## src/hdl/utf8tc_pkg.sv

```systemverilog
// utf8tc_pkg: shared types, constants and helpers for the UTF-8 text cell decoder.
// Depends on nothing; used by the channel interfaces and the decoder top level.
`timescale 1ns / 1ps

package utf8tc_pkg;

    // One byte of a string, with the start position carried by the first byte
    typedef struct packed {
        logic       first_byte;
        logic [3:0] start_column;
        logic [1:0] start_row;
        logic [7:0] text_byte;
    } in_item_t;

    // One decoded character written to a text cell
    typedef struct packed {
        logic [4:0]  cell_index;
        logic [15:0] glyph_code;
    } out_item_t;

    localparam int ACC_W = 32;
    localparam int LEN_W = 3;

    localparam logic [ACC_W-1:0] GLYPH_MIN = 32'h0000_0020;
    localparam logic [ACC_W-1:0] GLYPH_MAX = 32'h0000_FFFF;

    // Sum of the lead-byte marker bits folded in by the shift-add, per trailing count
    function automatic logic [ACC_W-1:0] seq_offset(input logic [LEN_W-1:0] len);
        logic [ACC_W-1:0] off;
        begin
            case (len)
                3'd1:    off = 32'h0000_3080;
                3'd2:    off = 32'h000E_2080;
                3'd3:    off = 32'h03C8_2080;
                3'd4:    off = 32'hFA08_2080;
                3'd5:    off = 32'h8208_2080;
                default: off = 32'h0000_0000;
            endcase
            return off;
        end
    endfunction

    // Trailing byte count selected by a lead byte
    function automatic logic [LEN_W-1:0] trailing_count(input logic [7:0] b);
        logic [LEN_W-1:0] n;
        begin
            if (b < 8'hC0)      n = 3'd0;
            else if (b < 8'hE0) n = 3'd1;
            else if (b < 8'hF0) n = 3'd2;
            else if (b < 8'hF8) n = 3'd3;
            else if (b < 8'hFC) n = 3'd4;
            else                n = 3'd5;
            return n;
        end
    endfunction

endpackage

```

## src/hdl/utf8tc_in_if.sv

```systemverilog
// utf8tc_in_if: valid/ready channel carrying string bytes into the decoder.
// Depends on utf8tc_pkg for the payload type.
`timescale 1ns / 1ps

interface utf8tc_in_if;
    logic                valid;
    logic                ready;
    utf8tc_pkg::in_item_t data;

    modport source (output valid, output data, input ready);
    modport sink   (input valid, input data, output ready);
endinterface

```

## src/hdl/utf8tc_out_if.sv

```systemverilog
// utf8tc_out_if: valid/ready channel carrying decoded cell writes out of the decoder.
// Depends on utf8tc_pkg for the payload type.
`timescale 1ns / 1ps

interface utf8tc_out_if;
    logic                 valid;
    logic                 ready;
    utf8tc_pkg::out_item_t data;

    modport source (output valid, output data, input ready);
    modport sink   (input valid, input data, output ready);
endinterface

```

## src/hdl/utf8_text_cell_decoder.sv

```systemverilog
// utf8_text_cell_decoder: turns a UTF-8 byte stream into (cell index, glyph code) writes.
// Depends on utf8tc_pkg, utf8tc_in_if and utf8tc_out_if.
//
// Usage:
//   text_in  : one string byte per transfer. first_byte=1 starts a new string at
//              (start_row, start_column); a start outside the ROWS x COLUMNS grid
//              drops the string until the next first_byte.
//   cell_out : one transfer per completed character: cell_index = row*COLUMNS+col
//              (low 5 bits), glyph_code = code point - 0x20, or 0 if out of range.
//   Bytes that finish no character (lead bytes, NUL terminator, ignored bytes)
//   produce no transfer.
// Throughput: one byte per cycle while cell_out is not held off. The per-byte work
//   is one 32-bit shift-add, one offset subtract and a range compare, done between
//   the input register and the result register.
// Path: the last byte of a character is captured in the input register and decoded,
//   and the result is loaded into the result register, which drives cell_out.valid.
// Stall: while cell_out is held off, the result register holds; the input
//   register still drains into it once it frees, so text_in stays ready as long
//   as either stage can move.
// Reset: rst_n clears both pipeline valids and returns the decoder to inactive.
`timescale 1ns / 1ps

module utf8_text_cell_decoder #(
    parameter int COLUMNS = 12,
    parameter int ROWS    = 2
) (
    input  logic          clk,
    input  logic          rst_n,
    utf8tc_in_if.sink     text_in,
    utf8tc_out_if.source  cell_out
);

    // Cell position width: must hold ROWS*COLUMNS (one past the last cell)
    localparam int POS_RAW = $clog2(ROWS * COLUMNS + 1);
    localparam int POS_W   = (POS_RAW > 5) ? POS_RAW : 5;
    // Compare width for start checks: covers 4-bit column, COLUMNS-1 <= 31
    localparam int CHK_W   = 5;

    localparam logic [CHK_W-1:0] COL_MAX = CHK_W'(COLUMNS - 1);
    localparam logic [CHK_W-1:0] ROW_MAX = CHK_W'(ROWS - 1);
    localparam logic [POS_W-1:0] COLS_P  = POS_W'(COLUMNS);

    localparam int ACC_W = utf8tc_pkg::ACC_W;
    localparam int LEN_W = utf8tc_pkg::LEN_W;

    // ---------------- input register ----------------
    logic                 in_valid_reg;
    utf8tc_pkg::in_item_t in_data_reg;

    // ---------------- decoder state ----------------
    logic              active_reg,    active_next;
    logic [POS_W-1:0]  pos_reg,       pos_next;
    logic [POS_W-1:0]  line_end_reg,  line_end_next;
    logic [LEN_W-1:0]  left_reg,      left_next;
    logic [LEN_W-1:0]  seq_len_reg,   seq_len_next;
    logic [ACC_W-1:0]  acc_reg,       acc_next;

    // ---------------- result register ----------------
    logic                  out_valid_reg;
    utf8tc_pkg::out_item_t out_data_reg;

    logic                  emit;
    utf8tc_pkg::out_item_t result;

    // Decode stage moves when the result register is empty or being drained
    logic advance;
    assign advance       = !out_valid_reg || cell_out.ready;
    assign text_in.ready = !in_valid_reg || advance;

    assign cell_out.valid = out_valid_reg;
    assign cell_out.data  = out_data_reg;

    always_ff @(posedge clk or negedge rst_n)
    begin
        if (!rst_n)
        begin
            in_valid_reg <= 1'b0;
        end
        else if (text_in.ready)
        begin
            in_valid_reg <= text_in.valid;
        end
    end

    always_ff @(posedge clk)
    begin
        if (text_in.ready && text_in.valid)
        begin
            in_data_reg <= text_in.data;
        end
    end

    // Single-pass decode of the registered byte
    always_comb
    begin
        logic [CHK_W-1:0] col_c;
        logic [CHK_W-1:0] row_c;
        logic [POS_W-1:0] row_base;
        logic [ACC_W-1:0] acc_v;
        logic [LEN_W-1:0] len_v;
        logic [ACC_W-1:0] code_point;
        logic [POS_W-1:0] pos_inc;
        logic             finish;
        logic             run;

        active_next   = active_reg;
        pos_next      = pos_reg;
        line_end_next = line_end_reg;
        left_next     = left_reg;
        seq_len_next  = seq_len_reg;
        acc_next      = acc_reg;
        emit          = 1'b0;
        finish        = 1'b0;
        run           = 1'b0;
        acc_v         = '0;
        len_v         = '0;
        pos_inc       = '0;

        col_c    = CHK_W'(in_data_reg.start_column);
        row_c    = CHK_W'(in_data_reg.start_row);
        row_base = POS_W'(POS_W'(in_data_reg.start_row) * COLS_P);

        if (in_valid_reg)
        begin
            run = active_reg;
            if (in_data_reg.first_byte)
            begin
                left_next    = '0;
                seq_len_next = '0;
                acc_next     = '0;
                if (row_c > ROW_MAX || col_c > COL_MAX)
                begin
                    active_next = 1'b0;
                    run         = 1'b0;
                end
                else
                begin
                    active_next   = 1'b1;
                    pos_next      = row_base + POS_W'(in_data_reg.start_column);
                    line_end_next = row_base + COLS_P;
                    run           = 1'b1;
                end
            end

            if (run)
            begin
                if (left_next == '0)
                begin
                    if (in_data_reg.text_byte == 8'h00)
                    begin
                        // Terminator at a character start ends the string
                        active_next = 1'b0;
                    end
                    else
                    begin
                        len_v        = utf8tc_pkg::trailing_count(in_data_reg.text_byte);
                        seq_len_next = len_v;
                        left_next    = len_v;
                        acc_next     = ACC_W'(in_data_reg.text_byte);
                        finish       = (len_v == '0);
                    end
                end
                else
                begin
                    acc_v     = acc_next;
                    acc_next  = {acc_v[ACC_W-7:0], 6'b0} + ACC_W'(in_data_reg.text_byte);
                    left_next = left_next - LEN_W'(1);
                    finish    = (left_next == '0);
                end
            end
        end

        code_point = acc_next - utf8tc_pkg::seq_offset(seq_len_next);
        result.cell_index = pos_next[4:0];
        if (code_point >= utf8tc_pkg::GLYPH_MIN && code_point <= utf8tc_pkg::GLYPH_MAX)
        begin
            result.glyph_code = 16'(code_point - utf8tc_pkg::GLYPH_MIN);
        end
        else
        begin
            result.glyph_code = 16'h0000;
        end

        if (finish)
        begin
            emit     = 1'b1;
            pos_inc  = pos_next + POS_W'(1);
            pos_next = pos_inc;
            // Row full: the string does not wrap
            if (pos_inc >= line_end_next)
            begin
                active_next = 1'b0;
            end
        end
    end

    always_ff @(posedge clk or negedge rst_n)
    begin
        if (!rst_n)
        begin
            active_reg    <= 1'b0;
            pos_reg       <= '0;
            line_end_reg  <= '0;
            left_reg      <= '0;
            seq_len_reg   <= '0;
            acc_reg       <= '0;
            out_valid_reg <= 1'b0;
        end
        else if (advance)
        begin
            active_reg    <= active_next;
            pos_reg       <= pos_next;
            line_end_reg  <= line_end_next;
            left_reg      <= left_next;
            seq_len_reg   <= seq_len_next;
            acc_reg       <= acc_next;
            out_valid_reg <= emit;
        end
    end

    always_ff @(posedge clk)
    begin
        if (advance && emit)
        begin
            out_data_reg <= result;
        end
    end

endmodule
```

## src/flat_wrapper.sv

```systemverilog
// flat-port wrapper written by rule: the top's interface ports become plain ports
module utf8_text_cell_decoder_flat 
#(
    parameter int COLUMNS = 12,
    parameter int ROWS    = 2
)
  (clk, rst_n, text_in_valid, text_in_data, text_in_ready, cell_out_valid, cell_out_data, cell_out_ready);
  utf8tc_in_if text_in_i ();
  utf8tc_out_if cell_out_i ();
  input  logic clk;
  input  logic rst_n;
  input wire logic [$bits(text_in_i.valid)-1:0] text_in_valid;
  input wire logic [$bits(text_in_i.data)-1:0] text_in_data;
  output wire logic [$bits(text_in_i.ready)-1:0] text_in_ready;
  output wire logic [$bits(cell_out_i.valid)-1:0] cell_out_valid;
  output wire logic [$bits(cell_out_i.data)-1:0] cell_out_data;
  input wire logic [$bits(cell_out_i.ready)-1:0] cell_out_ready;
  assign text_in_i.valid = text_in_valid;
  assign text_in_i.data = text_in_data;
  assign text_in_ready = text_in_i.ready;
  assign cell_out_valid = cell_out_i.valid;
  assign cell_out_data = cell_out_i.data;
  assign cell_out_i.ready = cell_out_ready;
  utf8_text_cell_decoder #(.COLUMNS(COLUMNS), .ROWS(ROWS)) u_core (.clk(clk), .rst_n(rst_n), .text_in(text_in_i), .cell_out(cell_out_i));
endmodule
```

## config.mk

```make
export PLATFORM = sky130hd
export DESIGN_NAME = utf8_text_cell_decoder_flat
export DESIGN_NICKNAME = d
export VERILOG_FILES = /design/src/hdl/utf8tc_pkg.sv /design/src/hdl/utf8tc_in_if.sv /design/src/hdl/utf8tc_out_if.sv /design/src/hdl/utf8_text_cell_decoder.sv /design/src/flat_wrapper.sv
export SDC_FILE = /design/constraint.sdc
export NUM_CORES = 1
export LEC_CHECK = 0
export BUFFER_PORTS_ARGS = -buffer_cell sky130_fd_sc_hd__buf_2
export CELL_PAD_IN_SITES_DETAIL_PLACEMENT = 1
export CELL_PAD_IN_SITES_GLOBAL_PLACEMENT = 1
export CORE_ASPECT_RATIO = 0.75
export CORE_UTILIZATION = 43
export DETAILED_ROUTE_END_ITERATION = 10
export PLACE_DENSITY_LB_ADDON = 0.2
export SLEW_MARGIN = 20
export SYNTH_ARGS = -nofsm -noshare
export SYNTH_HDL_FRONTEND = slang
export SYNTH_SLANG_ARGS = --single-unit
```

## constraint.sdc

```tcl
create_clock -name clk -period 7 [get_ports clk]
set_clock_uncertainty 0.1 [all_clocks]
set_input_delay 0.7 -clock clk [delete_from_list [all_inputs] [get_ports clk]]
set_output_delay 0.7 -clock clk [all_outputs]
set_load 0.005 [all_outputs]
```

==> impl_metrics.yaml <==
logic_synthesis:
  yosysTopAreaCellShare: 0.196
  yosysWarnings: 0
  synthesis.area_sq_mm: 0.00650
  synth.most_common_cell: "nor2_1"
  ys_ff_latch: 87
  synth_top_cell_by_area: "dfrtp_1"
  synth_flop_cell: "dfrtp_1"
  async_reset_ff_frac: 0.586
  synth.top_cells.by_count: "71 x nor2_1, 67 x nand2_1, 51 x dfrtp_1"
  syn-num-nets: 763
  syn_avg_cell_area_sq_um: 9.15
  synthCells: 711
  ys_seq_area_frac: 0.362
  synth_area_leaders: "dfrtp_1 20%, edfxtp_1 17%, ha_1 6.0%"
  synth_edf_count: 36
  synth_cell_type_count: 74
floorplan:
  die_y_um: 109
  die-area_sq_mm: 0.0156
  fp-row-count: 38
  core_sq_mm: 0.0146
  ios: 42
  die_w_um: 144
  initial_utilization: 0.446
worst_setup_path:
  startpoint_type: "flip-flop"
  worstPathMaxFanout: 16
  endpoint_kind: "flip-flop"
  criticalPathCategory: "flip-flop to flip-flop"
  crit_arrival_ns: 6.53
  cp.required_ns: 7.05
run_status:
  status: "finished clean"
hold_path:
  hold_path.class: "flip-flop to flip-flop"
routing:
  vias: 5938
  routed_wire_length_per_instance_um: 21.8
  viasPerCell: 6.26
  routed-wl-met3_um: 1310
  wl_um: 20700
  ant_nets: 0
  wl_met1_um: 9960
  drtPass1Iterations: 8
  top_layer_used: "met4"
  wl_met2_um: 9040
  drc_errors: 0
  drt-initial-drc-count: 520
global_routing:
  antenna_found_initial: 0
  grt_pass1_wl_um: 33100
  grt_util_all_layers: 0.280
  grt_pass1_vias: 5929
  grt-ovfl-total: 0
  grt_start_max_net_pins: 52
pwr:
  leakage_nw: 2.99
  power.density_mw_per_mm2: 389
  total_power_mw: 2.80
  ir_drop_mv: 0.182
timing:
  fin_crit_ns: 6.49
  fin_tns_setup_ns: 0
  worstMarginPinSlew_ns: 0.945
  hold_violations: 0
  rsz0062_at_grt: "false"
  hold_ws_ns: 0.381
  finalSetupViolations: 0
  max_slew_margin: 0.365
  slew_viol_final: 0
  max_freq_mhz: 154
  post-route-period-util: 0.927
final_layout:
  area_delta_synth_final_pct: 10.9
  fin_util: 0.494
  largest_reg_flops: 32
  diodes: 0
  finalNetCount: 795
  drive_above_1_share: 0.142
job:
  maxCapViolations: 0
cts:
  clockRootBuffer: "clkbuf_16"
  cts_tree: "yes"
  cts_buffer_depth: 2
  clock_sinks: 87
  clkTransAtPathRegs_ns: 0.07
  h-tree-depth: 3
  numCtsBuffers: 9
  hold_buffers: 0
  clkLatencyLatePin_ns: 0.34
placed_design:
  port_buffers: 41
  place.detailed.hpwl_um: 15300
  place.gp.congestion: 1.00
[worst paths after layout]
check,from,to,slack [ns],cells after the start
setup / recovery,u_core.in_data_reg[14],u_core.cell_out.data[0],0.51,18
hold / removal,u_core.line_end_reg[0],u_core.line_end_reg[0],0.38,1
setup reg to reg,u_core.in_data_reg[14],u_core.cell_out.data[0],0.51,18
hold reg to reg,u_core.line_end_reg[0],u_core.line_end_reg[0],0.38,1
max in group asynchronous,rst_n,u_core.line_end_reg[2],5.89,2
min in group asynchronous,rst_n,u_core.acc_reg[4],0.41,2
[cell families (layout without fill, tap and decap cells)]
logic type,count (synthesis),count (layout),share of synthesized area
AO/OA/AOI/OAI,189,189,0.209
XOR/XNOR,52,52,0.0700
adder cells (fa/ha/maj),33,33,0.0658
buffers and inverters,58,95,0.0389
flip-flops,87,87,0.362
multiplexers,12,12,0.0189
AND/OR/NAND/NOR,280,280,0.235
[layout make-up]
class                      instances  area, sq um
timing repair buffer              56          318
inverter                          23         86.3
clock inverter                     5         33.8
multi-input combinational        566         3920
tap                              200          250
fill                            1700         7390
sequential                        87         2360
clock buffer                      11          243
[report_power, final]
group | switching (mW) | internal, mW | leakage [nW] | total (mW)
combinational | 0.995 | 0.612 | 1.84 | 1.61
sequential | 0.0980 | 0.641 | 1.01 | 0.739
clock | 0.207 | 0.250 | 0.133 | 0.457
[layer usage]
| metal | GRT usage | vias to the layer above |
|---|---|---|
| li1 | - | 2701 |
| met1 | 0.401 | 2986 |
| met2 | 0.430 | 215 |
| met3 | 0.0545 | 36 |
| met4 | 0.0745 | 0 |
| met5 | 0 | - |
[critical path, stage by stage (launching register included)]
cell       delay [ns]
edfxtp_1         0.41
nor2b_1          0.18
ha_1             0.23
inv_1            0.07
fa_1             0.38
or4b_1           0.73
nor3_2           0.43
and3_1           0.24
xor2_1           0.09
a32o_1           0.27
ha_1             0.36
a21o_1           0.24
a21o_1           0.18
a21o_1           0.22
mux2_2           0.27
or4_1            0.48
a2111o_1         0.41
or4_4            0.68
a2111oi_2        0.28
[repair_timing]
| item | in CTS | in global routing |
|---|---|---|
| setup buffers | 0 | 0 |
| resized for setup | 0 | 1 |
| setup endpoints to repair | 0 | 5 |
[cell usage in the layout (no fill, tap or decap), types with 11 or more instances in the layout]
cell	netlist	layout
a22o_1	34	34
nor2_1	71	70
o21ai_0	26	26
nor2b_1	13	13
xnor2_1	28	27
nor3_2	11	11
and2_1	12	12
a21oi_1	38	38
dfrtp_1	51	51
nand3_1	17	17
nand2_1	67	66
edfxtp_1	36	36
ha_1	31	31
buf_4	0	15
buf_2	3	41
inv_1	23	23
xor2_1	24	24
[stage by stage]
| step | area (sq um) | instances | setup WS [ns] |
|---|---|---|---|
| after floorplan | 6500 | 711 | 0.491 |
| after detailed placement | 6930 | 932 | 0.267 |
| after global placement | 6920 | 932 | 0.358 |
| after CTS | 7200 | 948 | 0.212 |
| final | 7210 | 948 | 0.512 |
| after global routing | 7210 | 948 | 0.231 |
No activity file was read; power rests on OpenSTA's default activity.
